<file path="config.mk">
export PLATFORM = sky130hd
export DESIGN_NAME = pid_servo_wrapped_error_flat
export DESIGN_NICKNAME = d
export VERILOG_FILES = /design/src/hw/rtl/pidw_pkg.sv /design/src/hw/rtl/pidw_if.sv /design/src/hw/rtl/pid_servo_wrapped_error.sv /design/src/hw/rtl/pidw_mul.sv /design/src/hw/rtl/pidw_div.sv /design/src/flat_wrapper.sv
export SDC_FILE = /design/constraint.sdc
export NUM_CORES = 2
export LEC_CHECK = 0
export BUFFER_PORTS_ARGS = -buffer_cell sky130_fd_sc_hd__clkbuf_2
export CORE_UTILIZATION = 50
export CTS_BUF_LIST = sky130_fd_sc_hd__clkbuf_8
export CTS_CLUSTER_SIZE = 8
export DETAILED_ROUTE_END_ITERATION = 16
export PLACE_DENSITY = 0.64
export SKIP_CTS_REPAIR_TIMING = 1
export SLEW_MARGIN = 25
export SYNTH_ARGS = -nofsm -noshare
export SYNTH_HDL_FRONTEND = slang
export SYNTH_HIERARCHICAL = 1
export SYNTH_SLANG_ARGS = --single-unit
</file>
<file path="constraint.sdc">
create_clock -name clk -period 26.3 [get_ports clk]
set_input_delay 3.945 -clock clk [delete_from_list [all_inputs] [get_ports clk]]
set_output_delay 3.945 -clock clk [all_outputs]
set_load 0.01 [all_outputs]
</file>
<file path="src/hw/rtl/pidw_pkg.sv">
`default_nettype none
// ---------------------------------------------------------------------------
// pidw_pkg
// Widths, register indexes, reset values and unit request/response types
// shared by the wrapped-error servo controller.
// ---------------------------------------------------------------------------
package pidw_pkg;

  localparam int WORD_BITS   = 32;
  localparam int MEAS_W      = 20;
  localparam int GAIN_W      = 16;
  localparam int PERIOD_W    = 16;
  localparam int ERR_W       = 23;
  localparam int DRIVE_W     = 32;

  localparam int DERIV_SCALE = 100;

  // divisor path carries period*100 or the scale divisor
  localparam int DIV_W       = PERIOD_W + $clog2(DERIV_SCALE + 1);
  // multiplicand holds the error, period*error, the error difference times 100 or a quotient, sign extended
  localparam int MUL_X_W     = ERR_W + GAIN_W + 1;
  localparam int PROD_W      = MUL_X_W + GAIN_W;
  localparam int MUL_CNT_W   = $clog2(GAIN_W + 1);
  localparam int DIV_CNT_W   = $clog2(WORD_BITS + 1);

  // configuration port
  localparam int CFG_IDX_W   = 3;
  localparam int CFG_DATA_W  = 20;

  localparam logic [CFG_IDX_W-1:0] REG_KP     = CFG_IDX_W'(0);
  localparam logic [CFG_IDX_W-1:0] REG_KI     = CFG_IDX_W'(1);
  localparam logic [CFG_IDX_W-1:0] REG_KD     = CFG_IDX_W'(2);
  localparam logic [CFG_IDX_W-1:0] REG_SCALE  = CFG_IDX_W'(3);
  localparam logic [CFG_IDX_W-1:0] REG_SPAN   = CFG_IDX_W'(4);
  localparam logic [CFG_IDX_W-1:0] REG_OFFSET = CFG_IDX_W'(5);

  localparam logic [GAIN_W-1:0] KP_RESET     = GAIN_W'(3000);
  localparam logic [GAIN_W-1:0] KI_RESET     = GAIN_W'(1);
  localparam logic [GAIN_W-1:0] KD_RESET     = GAIN_W'(9000);
  localparam logic [GAIN_W-1:0] SCALE_RESET  = GAIN_W'(10000);
  localparam logic [MEAS_W-1:0] SPAN_RESET   = MEAS_W'(4096);
  localparam logic [MEAS_W-1:0] OFFSET_RESET = MEAS_W'(2048);

  typedef struct packed {
    logic               start;
    logic [MUL_X_W-1:0] x;
    logic [GAIN_W-1:0]  y;
  } pidw_mul_req_t;

  typedef struct packed {
    logic              busy;
    logic              done;
    logic [PROD_W-1:0] prod;
  } pidw_mul_rsp_t;

  typedef struct packed {
    logic                 start;
    logic [WORD_BITS-1:0] dividend;
    logic [DIV_W-1:0]     divisor;
  } pidw_div_req_t;

  typedef struct packed {
    logic                 busy;
    logic                 done;
    logic [WORD_BITS-1:0] quo;
  } pidw_div_rsp_t;

endpackage

`default_nettype wire

</file>
<file path="src/hw/rtl/pidw_if.sv">
`default_nettype none
// ---------------------------------------------------------------------------
// pidw_if
// Valid/ready channels of the servo controller: sample in, drive out.
// ---------------------------------------------------------------------------
interface pidw_in_if import pidw_pkg::*; ();
  logic                valid;
  logic                ready;
  logic [MEAS_W-1:0]   measured;
  logic [MEAS_W-1:0]   setpoint;
  logic [PERIOD_W-1:0] period;

  modport source (output valid, output measured, output setpoint, output period,
                  input ready);
  modport sink   (input valid, input measured, input setpoint, input period,
                  output ready);
endinterface

interface pidw_out_if import pidw_pkg::*; ();
  logic                      valid;
  logic                      ready;
  logic signed [DRIVE_W-1:0] drive;
  logic                      prop_overflow;
  logic                      integ_overflow;

  modport source (output valid, output drive, output prop_overflow,
                  output integ_overflow, input ready);
  modport sink   (input valid, input drive, input prop_overflow,
                  input integ_overflow, output ready);
endinterface

`default_nettype wire

</file>
<file path="src/hw/rtl/pid_servo_wrapped_error.sv">
`default_nettype none
// ---------------------------------------------------------------------------
// pid_servo_wrapped_error
// PID servo with wrap-around error selection, built on a serial multiplier
// and a serial divider driven by one sequencer.
// ---------------------------------------------------------------------------
// Usage: a sample word (measured, setpoint, period) enters on in_ch when
// valid and ready are both high; one drive word leaves on out_ch for each
// sample, with the proportional and integral fallback flags.
// Gains, scale divisor, input span and output offset are written on the
// cfg port (cfg_we, cfg_index, cfg_data); the user must do so only while
// no sample is in flight, as the block itself does not enforce it.
// Each sample runs as a chain of operations on one shift-add multiplier
// (16 steps) and one radix-2 divider (32 steps), one after another. A
// typical sample needs four multiplies and three divides; the proportional
// fallback adds one divide and one multiply, the integral fallback one
// multiply, and a zero period drops one multiply and one divide.
// The next sample is taken once the result sits in the output register,
// so a stalled receiver holds one finished word while the next sample is
// computed; that sample then waits until the word is taken.
// Reset (rst_n low, synchronous) restores the register defaults and
// clears the previous error, the integral sum and the output valid.
// ---------------------------------------------------------------------------
module pid_servo_wrapped_error import pidw_pkg::*; (
  input  wire logic                  clk,
  input  wire logic                  rst_n,
  pidw_in_if.sink                    in_ch,
  pidw_out_if.source                 out_ch,
  input  wire logic                  cfg_we,
  input  wire logic [CFG_IDX_W-1:0]  cfg_index,
  input  wire logic [CFG_DATA_W-1:0] cfg_data
);

  typedef enum logic [3:0] {
    S_IDLE, S_ERR, S_PM, S_PFD, S_PFM, S_IM1, S_IM2, S_IFD, S_IFM,
    S_ID, S_D0, S_DM, S_DD, S_R, S_RD, S_OUT
  } state_t;

  // configuration
  logic [GAIN_W-1:0] kp_r, ki_r, kd_r, scale_r;
  logic [MEAS_W-1:0] span_r, offset_r;

  always_ff @(posedge clk) begin
    if (!rst_n) begin
      kp_r     <= KP_RESET;
      ki_r     <= KI_RESET;
      kd_r     <= KD_RESET;
      scale_r  <= SCALE_RESET;
      span_r   <= SPAN_RESET;
      offset_r <= OFFSET_RESET;
    end else if (cfg_we) begin
      case (cfg_index)
        REG_KP:     kp_r     <= cfg_data[GAIN_W-1:0];
        REG_KI:     ki_r     <= cfg_data[GAIN_W-1:0];
        REG_KD:     kd_r     <= cfg_data[GAIN_W-1:0];
        REG_SCALE:  scale_r  <= cfg_data[GAIN_W-1:0];
        REG_SPAN:   span_r   <= cfg_data[MEAS_W-1:0];
        REG_OFFSET: offset_r <= cfg_data[MEAS_W-1:0];
        default:    ;
      endcase
    end
  end

  function automatic logic [MUL_X_W-1:0] err_to_x(input logic [ERR_W-1:0] v);
    return {{(MUL_X_W-ERR_W){v[ERR_W-1]}}, v};
  endfunction

  function automatic logic [WORD_BITS-1:0] err_to_word(input logic [ERR_W-1:0] v);
    return {{(WORD_BITS-ERR_W){v[ERR_W-1]}}, v};
  endfunction

  function automatic logic [MUL_X_W-1:0] word_to_x(input logic [WORD_BITS-1:0] v);
    return {{(MUL_X_W-WORD_BITS){v[WORD_BITS-1]}}, v};
  endfunction

  function automatic logic word_fits(input logic [PROD_W-1:0] p);
    return (&p[PROD_W-1:WORD_BITS-1]) | ~(|p[PROD_W-1:WORD_BITS-1]);
  endfunction

  function automatic logic [ERR_W-1:0] mag(input logic [ERR_W-1:0] v);
    return v[ERR_W-1] ? -v : v;
  endfunction

  state_t                state_r, state_nxt;
  logic [MEAS_W-1:0]     m_r, sp_r, m_nxt, sp_nxt;
  logic [PERIOD_W-1:0]   per_r, per_nxt;
  logic [ERR_W-1:0]      e_r, eprev_r, e_nxt, eprev_nxt;
  logic [DIV_W-1:0]      sdiv_r, per100_r, sdiv_nxt, per100_nxt;
  logic [MUL_X_W-1:0]    pe_r, pe_nxt;
  logic [WORD_BITS-1:0]  p_r, d_r, integ_r, res_r;
  logic [WORD_BITS-1:0]  p_nxt, d_nxt, integ_nxt, res_nxt;
  logic                  povf_r, iovf_r, povf_nxt, iovf_nxt;
  logic                  out_valid_r, out_valid_nxt;
  logic signed [DRIVE_W-1:0] drive_r, drive_nxt;
  logic                  out_povf_r, out_iovf_r, out_povf_nxt, out_iovf_nxt;

  pidw_mul_req_t mul_req_r, mul_req_nxt;
  pidw_mul_rsp_t mul_rsp;
  pidw_div_req_t div_req_r, div_req_nxt;
  pidw_div_rsp_t div_rsp;

  logic [ERR_W-1:0]   c0, c1, c3, err_pick;
  logic [ERR_W:0]     diff;
  logic [MUL_X_W-1:0] diff_x, diff100;
  logic [DIV_W-1:0]   per100;
  logic               prod_fits;

  always_comb begin
    c0 = ERR_W'(sp_r) - ERR_W'(m_r);
    c1 = c0 - ERR_W'(span_r);
    c3 = c0 + ERR_W'(span_r);
    // ties keep the earlier candidate
    err_pick = c0;
    if (mag(c1) < mag(err_pick)) begin
      err_pick = c1;
    end
    if (mag(c3) < mag(err_pick)) begin
      err_pick = c3;
    end
    diff      = {e_r[ERR_W-1], e_r} - {eprev_r[ERR_W-1], eprev_r};
    diff_x    = {{(MUL_X_W-ERR_W-1){diff[ERR_W]}}, diff};
    diff100   = MUL_X_W'(diff_x * MUL_X_W'(DERIV_SCALE));
    per100    = DIV_W'(DIV_W'(per_r) * DIV_W'(DERIV_SCALE));
    prod_fits = word_fits(mul_rsp.prod);
  end

  always_comb begin
    state_nxt     = state_r;
    m_nxt         = m_r;
    sp_nxt        = sp_r;
    per_nxt       = per_r;
    e_nxt         = e_r;
    eprev_nxt     = eprev_r;
    sdiv_nxt      = sdiv_r;
    per100_nxt    = per100_r;
    pe_nxt        = pe_r;
    p_nxt         = p_r;
    d_nxt         = d_r;
    integ_nxt     = integ_r;
    res_nxt       = res_r;
    povf_nxt      = povf_r;
    iovf_nxt      = iovf_r;
    drive_nxt     = drive_r;
    out_povf_nxt  = out_povf_r;
    out_iovf_nxt  = out_iovf_r;
    out_valid_nxt = out_valid_r && !out_ch.ready;
    mul_req_nxt       = mul_req_r;
    mul_req_nxt.start = 1'b0;
    div_req_nxt       = div_req_r;
    div_req_nxt.start = 1'b0;
    case (state_r)
      S_IDLE: begin
        if (in_ch.valid) begin
          m_nxt     = in_ch.measured;
          sp_nxt    = in_ch.setpoint;
          per_nxt   = in_ch.period;
          state_nxt = S_ERR;
        end
      end
      S_ERR: begin
        e_nxt       = err_pick;
        sdiv_nxt    = (scale_r == '0) ? DIV_W'(1) : DIV_W'(scale_r);
        per100_nxt  = per100;
        mul_req_nxt = '{start: 1'b1, x: err_to_x(err_pick), y: kp_r};
        state_nxt   = S_PM;
      end
      S_PM: begin
        if (mul_rsp.done) begin
          povf_nxt = ~prod_fits;
          p_nxt    = mul_rsp.prod[WORD_BITS-1:0];
          if (!prod_fits) begin
            div_req_nxt = '{start: 1'b1, dividend: err_to_word(e_r), divisor: sdiv_r};
            state_nxt   = S_PFD;
          end else begin
            mul_req_nxt = '{start: 1'b1, x: err_to_x(e_r), y: per_r};
            state_nxt   = S_IM1;
          end
        end
      end
      S_PFD: begin
        if (div_rsp.done) begin
          mul_req_nxt = '{start: 1'b1, x: word_to_x(div_rsp.quo), y: kp_r};
          state_nxt   = S_PFM;
        end
      end
      S_PFM: begin
        if (mul_rsp.done) begin
          p_nxt       = mul_rsp.prod[WORD_BITS-1:0];
          mul_req_nxt = '{start: 1'b1, x: err_to_x(e_r), y: per_r};
          state_nxt   = S_IM1;
        end
      end
      S_IM1: begin
        if (mul_rsp.done) begin
          // period*error is exact in the multiplicand width
          pe_nxt      = mul_rsp.prod[MUL_X_W-1:0];
          mul_req_nxt = '{start: 1'b1, x: mul_rsp.prod[MUL_X_W-1:0], y: ki_r};
          state_nxt   = S_IM2;
        end
      end
      S_IM2: begin
        if (mul_rsp.done) begin
          iovf_nxt = ~prod_fits;
          if (!prod_fits) begin
            div_req_nxt = '{start: 1'b1, dividend: pe_r[WORD_BITS-1:0],
                            divisor: sdiv_r};
            state_nxt   = S_IFD;
          end else begin
            div_req_nxt = '{start: 1'b1, dividend: mul_rsp.prod[WORD_BITS-1:0],
                            divisor: sdiv_r};
            state_nxt   = S_ID;
          end
        end
      end
      S_IFD: begin
        if (div_rsp.done) begin
          mul_req_nxt = '{start: 1'b1, x: word_to_x(div_rsp.quo), y: ki_r};
          state_nxt   = S_IFM;
        end
      end
      S_IFM: begin
        if (mul_rsp.done) begin
          integ_nxt = integ_r + mul_rsp.prod[WORD_BITS-1:0];
          state_nxt = S_D0;
        end
      end
      S_ID: begin
        if (div_rsp.done) begin
          integ_nxt = integ_r + div_rsp.quo;
          state_nxt = S_D0;
        end
      end
      S_D0: begin
        if (per_r == '0) begin
          d_nxt     = '0;
          state_nxt = S_R;
        end else begin
          mul_req_nxt = '{start: 1'b1, x: diff100, y: kd_r};
          state_nxt   = S_DM;
        end
      end
      S_DM: begin
        if (mul_rsp.done) begin
          // (num/period)/100 equals num/(period*100) under truncation
          div_req_nxt = '{start: 1'b1, dividend: mul_rsp.prod[WORD_BITS-1:0],
                          divisor: per100_r};
          state_nxt   = S_DD;
        end
      end
      S_DD: begin
        if (div_rsp.done) begin
          d_nxt     = div_rsp.quo;
          state_nxt = S_R;
        end
      end
      S_R: begin
        div_req_nxt = '{start: 1'b1, dividend: povf_r ? d_r : (p_r + d_r),
                        divisor: sdiv_r};
        state_nxt   = S_RD;
      end
      S_RD: begin
        if (div_rsp.done) begin
          res_nxt   = (povf_r ? (p_r + div_rsp.quo) : div_rsp.quo) + integ_r
                      + WORD_BITS'(offset_r);
          eprev_nxt = e_r;
          state_nxt = S_OUT;
        end
      end
      S_OUT: begin
        if (!out_valid_r || out_ch.ready) begin
          out_valid_nxt = 1'b1;
          drive_nxt     = res_r[DRIVE_W-1:0];
          out_povf_nxt  = povf_r;
          out_iovf_nxt  = iovf_r;
          state_nxt     = S_IDLE;
        end
      end
      default: begin
        state_nxt = S_IDLE;
      end
    endcase
  end

  always_ff @(posedge clk) begin
    if (!rst_n) begin
      state_r     <= S_IDLE;
      mul_req_r   <= '0;
      div_req_r   <= '0;
      out_valid_r <= 1'b0;
      eprev_r     <= '0;
      integ_r     <= '0;
      povf_r      <= 1'b0;
      iovf_r      <= 1'b0;
    end else begin
      state_r     <= state_nxt;
      mul_req_r   <= mul_req_nxt;
      div_req_r   <= div_req_nxt;
      out_valid_r <= out_valid_nxt;
      eprev_r     <= eprev_nxt;
      integ_r     <= integ_nxt;
      povf_r      <= povf_nxt;
      iovf_r      <= iovf_nxt;
      m_r         <= m_nxt;
      sp_r        <= sp_nxt;
      per_r       <= per_nxt;
      e_r         <= e_nxt;
      sdiv_r      <= sdiv_nxt;
      per100_r    <= per100_nxt;
      pe_r        <= pe_nxt;
      p_r         <= p_nxt;
      d_r         <= d_nxt;
      res_r       <= res_nxt;
      drive_r     <= drive_nxt;
      out_povf_r  <= out_povf_nxt;
      out_iovf_r  <= out_iovf_nxt;
    end
  end

  pidw_mul u_mul (
    .clk   (clk),
    .rst_n (rst_n),
    .req   (mul_req_r),
    .rsp   (mul_rsp)
  );

  pidw_div u_div (
    .clk   (clk),
    .rst_n (rst_n),
    .req   (div_req_r),
    .rsp   (div_rsp)
  );

  assign in_ch.ready           = (state_r == S_IDLE);
  assign out_ch.valid          = out_valid_r;
  assign out_ch.drive          = drive_r;
  assign out_ch.prop_overflow  = out_povf_r;
  assign out_ch.integ_overflow = out_iovf_r;

`ifndef SYNTHESIS
  a_one_unit: assert property (@(posedge clk) disable iff (!rst_n)
    !(mul_rsp.busy && div_rsp.busy))
    else $error("multiplier and divider busy at once");

  a_mul_start_free: assert property (@(posedge clk) disable iff (!rst_n)
    mul_req_r.start |-> !mul_rsp.busy && !div_rsp.busy)
    else $error("multiply started while a unit is busy");

  a_ready_units_free: assert property (@(posedge clk) disable iff (!rst_n)
    in_ch.ready |-> !(mul_rsp.busy || div_rsp.busy))
    else $error("sample accepted while an operation runs");

  a_load_from_out: assert property (@(posedge clk) disable iff (!rst_n)
    $rose(out_valid_r) |-> $past(state_r == S_OUT))
    else $error("result word loaded outside the output state");
`endif

endmodule

`default_nettype wire

</file>
<file path="src/hw/rtl/pidw_mul.sv">
`default_nettype none
// ---------------------------------------------------------------------------
// pidw_mul
// Shift-add multiplier: signed multiplicand times unsigned 16-bit gain,
// one multiplier bit per cycle.
// ---------------------------------------------------------------------------
module pidw_mul import pidw_pkg::*; (
  input  wire logic          clk,
  input  wire logic          rst_n,
  input  wire pidw_mul_req_t req,
  output pidw_mul_rsp_t      rsp
);

  logic [PROD_W-1:0]    mcand_r;
  logic [GAIN_W-1:0]    mplier_r;
  logic [PROD_W-1:0]    acc_r;
  logic [MUL_CNT_W-1:0] cnt_r;
  logic                 busy_r;
  logic                 done_r;

  always_ff @(posedge clk) begin
    if (!rst_n) begin
      busy_r <= 1'b0;
      done_r <= 1'b0;
      cnt_r  <= '0;
    end else if (req.start) begin
      mcand_r  <= {{(PROD_W-MUL_X_W){req.x[MUL_X_W-1]}}, req.x};
      mplier_r <= req.y;
      acc_r    <= '0;
      cnt_r    <= MUL_CNT_W'(GAIN_W);
      busy_r   <= 1'b1;
      done_r   <= 1'b0;
    end else if (busy_r) begin
      // product is exact modulo 2^PROD_W, which holds every true product
      if (mplier_r[0]) begin
        acc_r <= acc_r + mcand_r;
      end
      mcand_r  <= {mcand_r[PROD_W-2:0], 1'b0};
      mplier_r <= {1'b0, mplier_r[GAIN_W-1:1]};
      cnt_r    <= cnt_r - MUL_CNT_W'(1);
      if (cnt_r == MUL_CNT_W'(1)) begin
        busy_r <= 1'b0;
        done_r <= 1'b1;
      end
    end else begin
      done_r <= 1'b0;
    end
  end

  assign rsp.busy = busy_r;
  assign rsp.done = done_r;
  assign rsp.prod = acc_r;

endmodule

`default_nettype wire

</file>
<file path="src/hw/rtl/pidw_div.sv">
`default_nettype none
// ---------------------------------------------------------------------------
// pidw_div
// Restoring radix-2 divider: signed word by positive divisor, quotient
// truncated toward zero, one quotient bit per cycle.
// ---------------------------------------------------------------------------
module pidw_div import pidw_pkg::*; (
  input  wire logic          clk,
  input  wire logic          rst_n,
  input  wire pidw_div_req_t req,
  output pidw_div_rsp_t      rsp
);

  logic [WORD_BITS-1:0] quo_r;
  logic [DIV_W-1:0]     rem_r;
  logic [DIV_W-1:0]     dvs_r;
  logic                 neg_r;
  logic [DIV_CNT_W-1:0] cnt_r;
  logic                 busy_r;
  logic                 done_r;
  logic [WORD_BITS-1:0] res_r;

  logic [DIV_W:0]       shifted;
  logic [DIV_W:0]       trial;
  logic                 fits;

  always_comb begin
    shifted = {rem_r, quo_r[WORD_BITS-1]};
    trial   = shifted - {1'b0, dvs_r};
    fits    = (shifted >= {1'b0, dvs_r});
  end

  always_ff @(posedge clk) begin
    if (!rst_n) begin
      busy_r <= 1'b0;
      done_r <= 1'b0;
      cnt_r  <= '0;
    end else if (req.start) begin
      neg_r  <= req.dividend[WORD_BITS-1];
      quo_r  <= req.dividend[WORD_BITS-1] ? -req.dividend : req.dividend;
      rem_r  <= '0;
      dvs_r  <= req.divisor;
      cnt_r  <= DIV_CNT_W'(WORD_BITS);
      busy_r <= 1'b1;
      done_r <= 1'b0;
    end else if (busy_r) begin
      if (cnt_r != '0) begin
        rem_r <= fits ? trial[DIV_W-1:0] : shifted[DIV_W-1:0];
        quo_r <= {quo_r[WORD_BITS-2:0], fits};
        cnt_r <= cnt_r - DIV_CNT_W'(1);
      end else begin
        // magnitude done, restore the sign
        res_r  <= neg_r ? -quo_r : quo_r;
        busy_r <= 1'b0;
        done_r <= 1'b1;
      end
    end else begin
      done_r <= 1'b0;
    end
  end

  assign rsp.busy = busy_r;
  assign rsp.done = done_r;
  assign rsp.quo  = res_r;

endmodule

`default_nettype wire

</file>
<file path="src/flat_wrapper.sv">
// flat-port wrapper written by rule: the top's interface ports become plain ports
module pid_servo_wrapped_error_flat import pidw_pkg::*;
  (clk, rst_n, cfg_we, cfg_index, cfg_data, in_ch_valid, in_ch_measured, in_ch_setpoint, in_ch_period, in_ch_ready, out_ch_valid, out_ch_drive, out_ch_prop_overflow, out_ch_integ_overflow, out_ch_ready);
  pidw_in_if in_ch_i ();
  pidw_out_if out_ch_i ();
  input  wire logic clk;
  input  wire logic rst_n;
  input  wire logic cfg_we;
  input  wire logic [CFG_IDX_W-1:0] cfg_index;
  input  wire logic [CFG_DATA_W-1:0] cfg_data;
  input wire logic [$bits(in_ch_i.valid)-1:0] in_ch_valid;
  input wire logic [$bits(in_ch_i.measured)-1:0] in_ch_measured;
  input wire logic [$bits(in_ch_i.setpoint)-1:0] in_ch_setpoint;
  input wire logic [$bits(in_ch_i.period)-1:0] in_ch_period;
  output wire logic [$bits(in_ch_i.ready)-1:0] in_ch_ready;
  output wire logic [$bits(out_ch_i.valid)-1:0] out_ch_valid;
  output wire logic [$bits(out_ch_i.drive)-1:0] out_ch_drive;
  output wire logic [$bits(out_ch_i.prop_overflow)-1:0] out_ch_prop_overflow;
  output wire logic [$bits(out_ch_i.integ_overflow)-1:0] out_ch_integ_overflow;
  input wire logic [$bits(out_ch_i.ready)-1:0] out_ch_ready;
  assign in_ch_i.valid = in_ch_valid;
  assign in_ch_i.measured = in_ch_measured;
  assign in_ch_i.setpoint = in_ch_setpoint;
  assign in_ch_i.period = in_ch_period;
  assign in_ch_ready = in_ch_i.ready;
  assign out_ch_valid = out_ch_i.valid;
  assign out_ch_drive = out_ch_i.drive;
  assign out_ch_prop_overflow = out_ch_i.prop_overflow;
  assign out_ch_integ_overflow = out_ch_i.integ_overflow;
  assign out_ch_i.ready = out_ch_ready;
  pid_servo_wrapped_error u_core (.clk(clk), .rst_n(rst_n), .in_ch(in_ch_i), .out_ch(out_ch_i), .cfg_we(cfg_we), .cfg_index(cfg_index), .cfg_data(cfg_data));
endmodule
</file>
==> metrics <==
fin cells 7469; die height 333 um; Worst Hold Path Cells 0; Crit. End Element register; Fmax achieved 86.8 MHz; cell family with the largest share of critical-path delay compound AO/OA/AOI/OAI gates; WHS Endpoint u_core/out_ch.drive[23]; launching element type of the critical path register; drt total wl 151000 um; Synth Area per Inst 9.32 um2; Initial Utilization 50.8%; Syn Std Cell Area 54600 um2; IO Port Bufs 119; Final setup viols 0; final worst-path cycle share 43.8%; Switching Share 43.0%; clock transition at the registers of the reported paths 0.06 ns; Clock Skew 0.0418 ns; P per Cell Area 103 nW/um2; GRT busiest layer met2; Buf/Inv on CP 2; Final Hold Fails 0; Seq pwr share 26.0%; most used cell, CP ha_1; clk root buf clkbuf_8; synthesized instance count 5864; slowest stage delay, CP 0.72 ns; via/cell ratio 5.89; fin crit period 11.53 ns; GP Congestion 0.966; highest-delay cell along the critical path a31o_2; fillers 9720; Leak 0.0239 uW; vias in the first global route 41617; relative slew slack 29.1%; total number of vias 44000; Pwr Total 6120 uW; mean routed wirelength per cell 20.2 um; fraction of layout cells with a size suffix above 1 9.80%; status completed; die area 111000 um2; initial antenna violation count 2; global-route wire length before repair 234000 um; met3 usage in global routing 3.78%; YS warnings 6; DRC 0; Clock power frac 20.2%; initial drt markers 4245; crit path from u_core/m_r[0]; reg2reg start u_core/m_r[0]; total core area 108000 um2; M1 GR Usage 38.5%; RSZ-0062 raised after global routing false; GR Layer Usage met2 41.5%; chip width 333 um; Layout area overhead 9.23%; clock sink count 809; CP required 27.02 ns; H-Tree Depth 4; placed cell count 7193; gr ovfl total 0; Min Hold Slack 0.418 ns; Hold Crit Start u_core/res_r[23]; Tightest Pin Transition 1.05 ns; row cnt 120; Int Pwr 3490 uW; Final ANT Viol Nets 0; largest net degree at the start of global routing 86; flop-to-flop setup slack 14.77 ns; reg-to-reg critical path endpoint u_core/mul_req_r[47]; post-detailed-placement cell area 56600 um2; Num CTS Buffers 145; Setup TNS Final 0 ns; fin area 59700 um2; Slew Limit Fails 0; Longest Clk Path Bufs 3; total global-route track usage 26.8%; kind of critical path register to register; Comb pwr share 53.8%; CTS tree built; worst-path maximum fanout 42; worst skew pair latency 0.85 ns; max_cap viols 0; Worst VDD drop 0.0897 mV; NetSw 2630 uW; Critical Path AT 12.24 ns; Reg2Reg Depth 40; placed wire-length estimate 113000 um; Nets 6564; I/O pins 120; Pre-antenna DRT Iters 9; Hold Crit Class register to register
## power by group through the flow
| stage | clock, uW | combinational [uW] | sequential (uW) |
|---|---|---|---|
| floorplan | 0 | 2500 | 1560 |
| global placement | 0 | 3200 | 1610 |
| detailed placement | 0 | 3240 | 1610 |
| CTS | 1270 | 3270 | 1580 |
| global route | 1320 | 3690 | 1600 |
| finish | 1240 | 3290 | 1590 |
## metal layers
layer / share of wire [%] / wire, um / up-vias
li1: - / - / 21369
met1: 46 / 69500 / 20945
met2: 44 / 66200 / 1479
met3: 7.4 / 11100 / 207
met4: 2.5 / 3820 / 0
met5: 0 / 0 / -
## worst reg2reg max path: cells and delay by family (launching register included)
| family | cells | cell delay, ns |
|---|---|---|
| AOI/OAI and AO/OA | 19 | 5.20 |
| and+or+nand+nor | 10 | 2.19 |
| adders and majority gates | 5 | 1.70 |
| xor gates and xnor gates | 2 | 0.77 |
| buffers and inverters | 2 | 0.70 |
| muxes | 2 | 0.52 |
| DFF | 1 | 0.36 |
## how the worst max path moves through the flow
stage	to	slack (ns)	depth (start not counted)
after floorplan	u_core/mul_req_r[47]	16.74	39
after global placement	u_core/mul_req_r[47]	15.11	40
after detailed placement	u_core/mul_req_r[47]	14.92	40
after CTS	u_core/mul_req_r[47]	14.89	40
after global routing	u_core/mul_req_r[47]	14.09	40
final	u_core/mul_req_r[47]	14.77	40
## through the flow
step | worst slack [ns] | utilization [%]
CTS | 14.89 | 55.4
global placement | 15.11 | 52.6
detailed placement | 14.92 | 52.6
floorplan | 16.74 | -
global route | 14.09 | 55.4
finish | 14.77 | 55.4
## registers in the layout, summed over array words and instances, names as in the netlist, 21 cells and up
register / flops
u_core/d_r: 32
u_core/div_req_r: 56
u_core/e_r: 22
u_core/eprev_r: 22
u_core/integ_r: 32
u_core/mul_req_r: 57
u_core/out_ch.drive: 32
u_core/p_r: 32
u_core/pe_r: 32
u_core/per100_r: 21
u_core/res_r: 32
u_core/u_div/dvs_r: 23
u_core/u_div/quo_r: 32
u_core/u_div/rem_r: 23
u_core/u_div/res_r: 32
u_core/u_mul/acc_r: 56
u_core/u_mul/mcand_r: 56
## layout by cell type, fill, tap and decap left out, drive strengths merged, types with 66 or more instances in the layout
master / instances
a21o: 111
nor2: 457
ha: 478
nand2: 641
a222oi: 86
a211oi: 66
clkbuf: 287
mux2: 114
nand3: 108
nor3: 103
xnor2: 272
o21ai: 266
dfxtp: 293
a31oi: 94
edfxtp: 516
a21oi: 492
xor2: 143
and3: 74
inv: 516
## cell type report
class	count	area, um2	share of cell area (%)
Antenna cell	5	12.5	0.0210
Clock buffer	168	2310	3.87
Clock inverter	102	738	1.24
Inverter	450	1700	2.84
Multi-Input combinational cell	4358	30800	51.5
Sequential cell	809	21400	35.8
Tap cell	1403	1760	2.94
Timing Repair Buffer	174	1040	1.75
No activity file was read; power rests on OpenSTA's default activity.
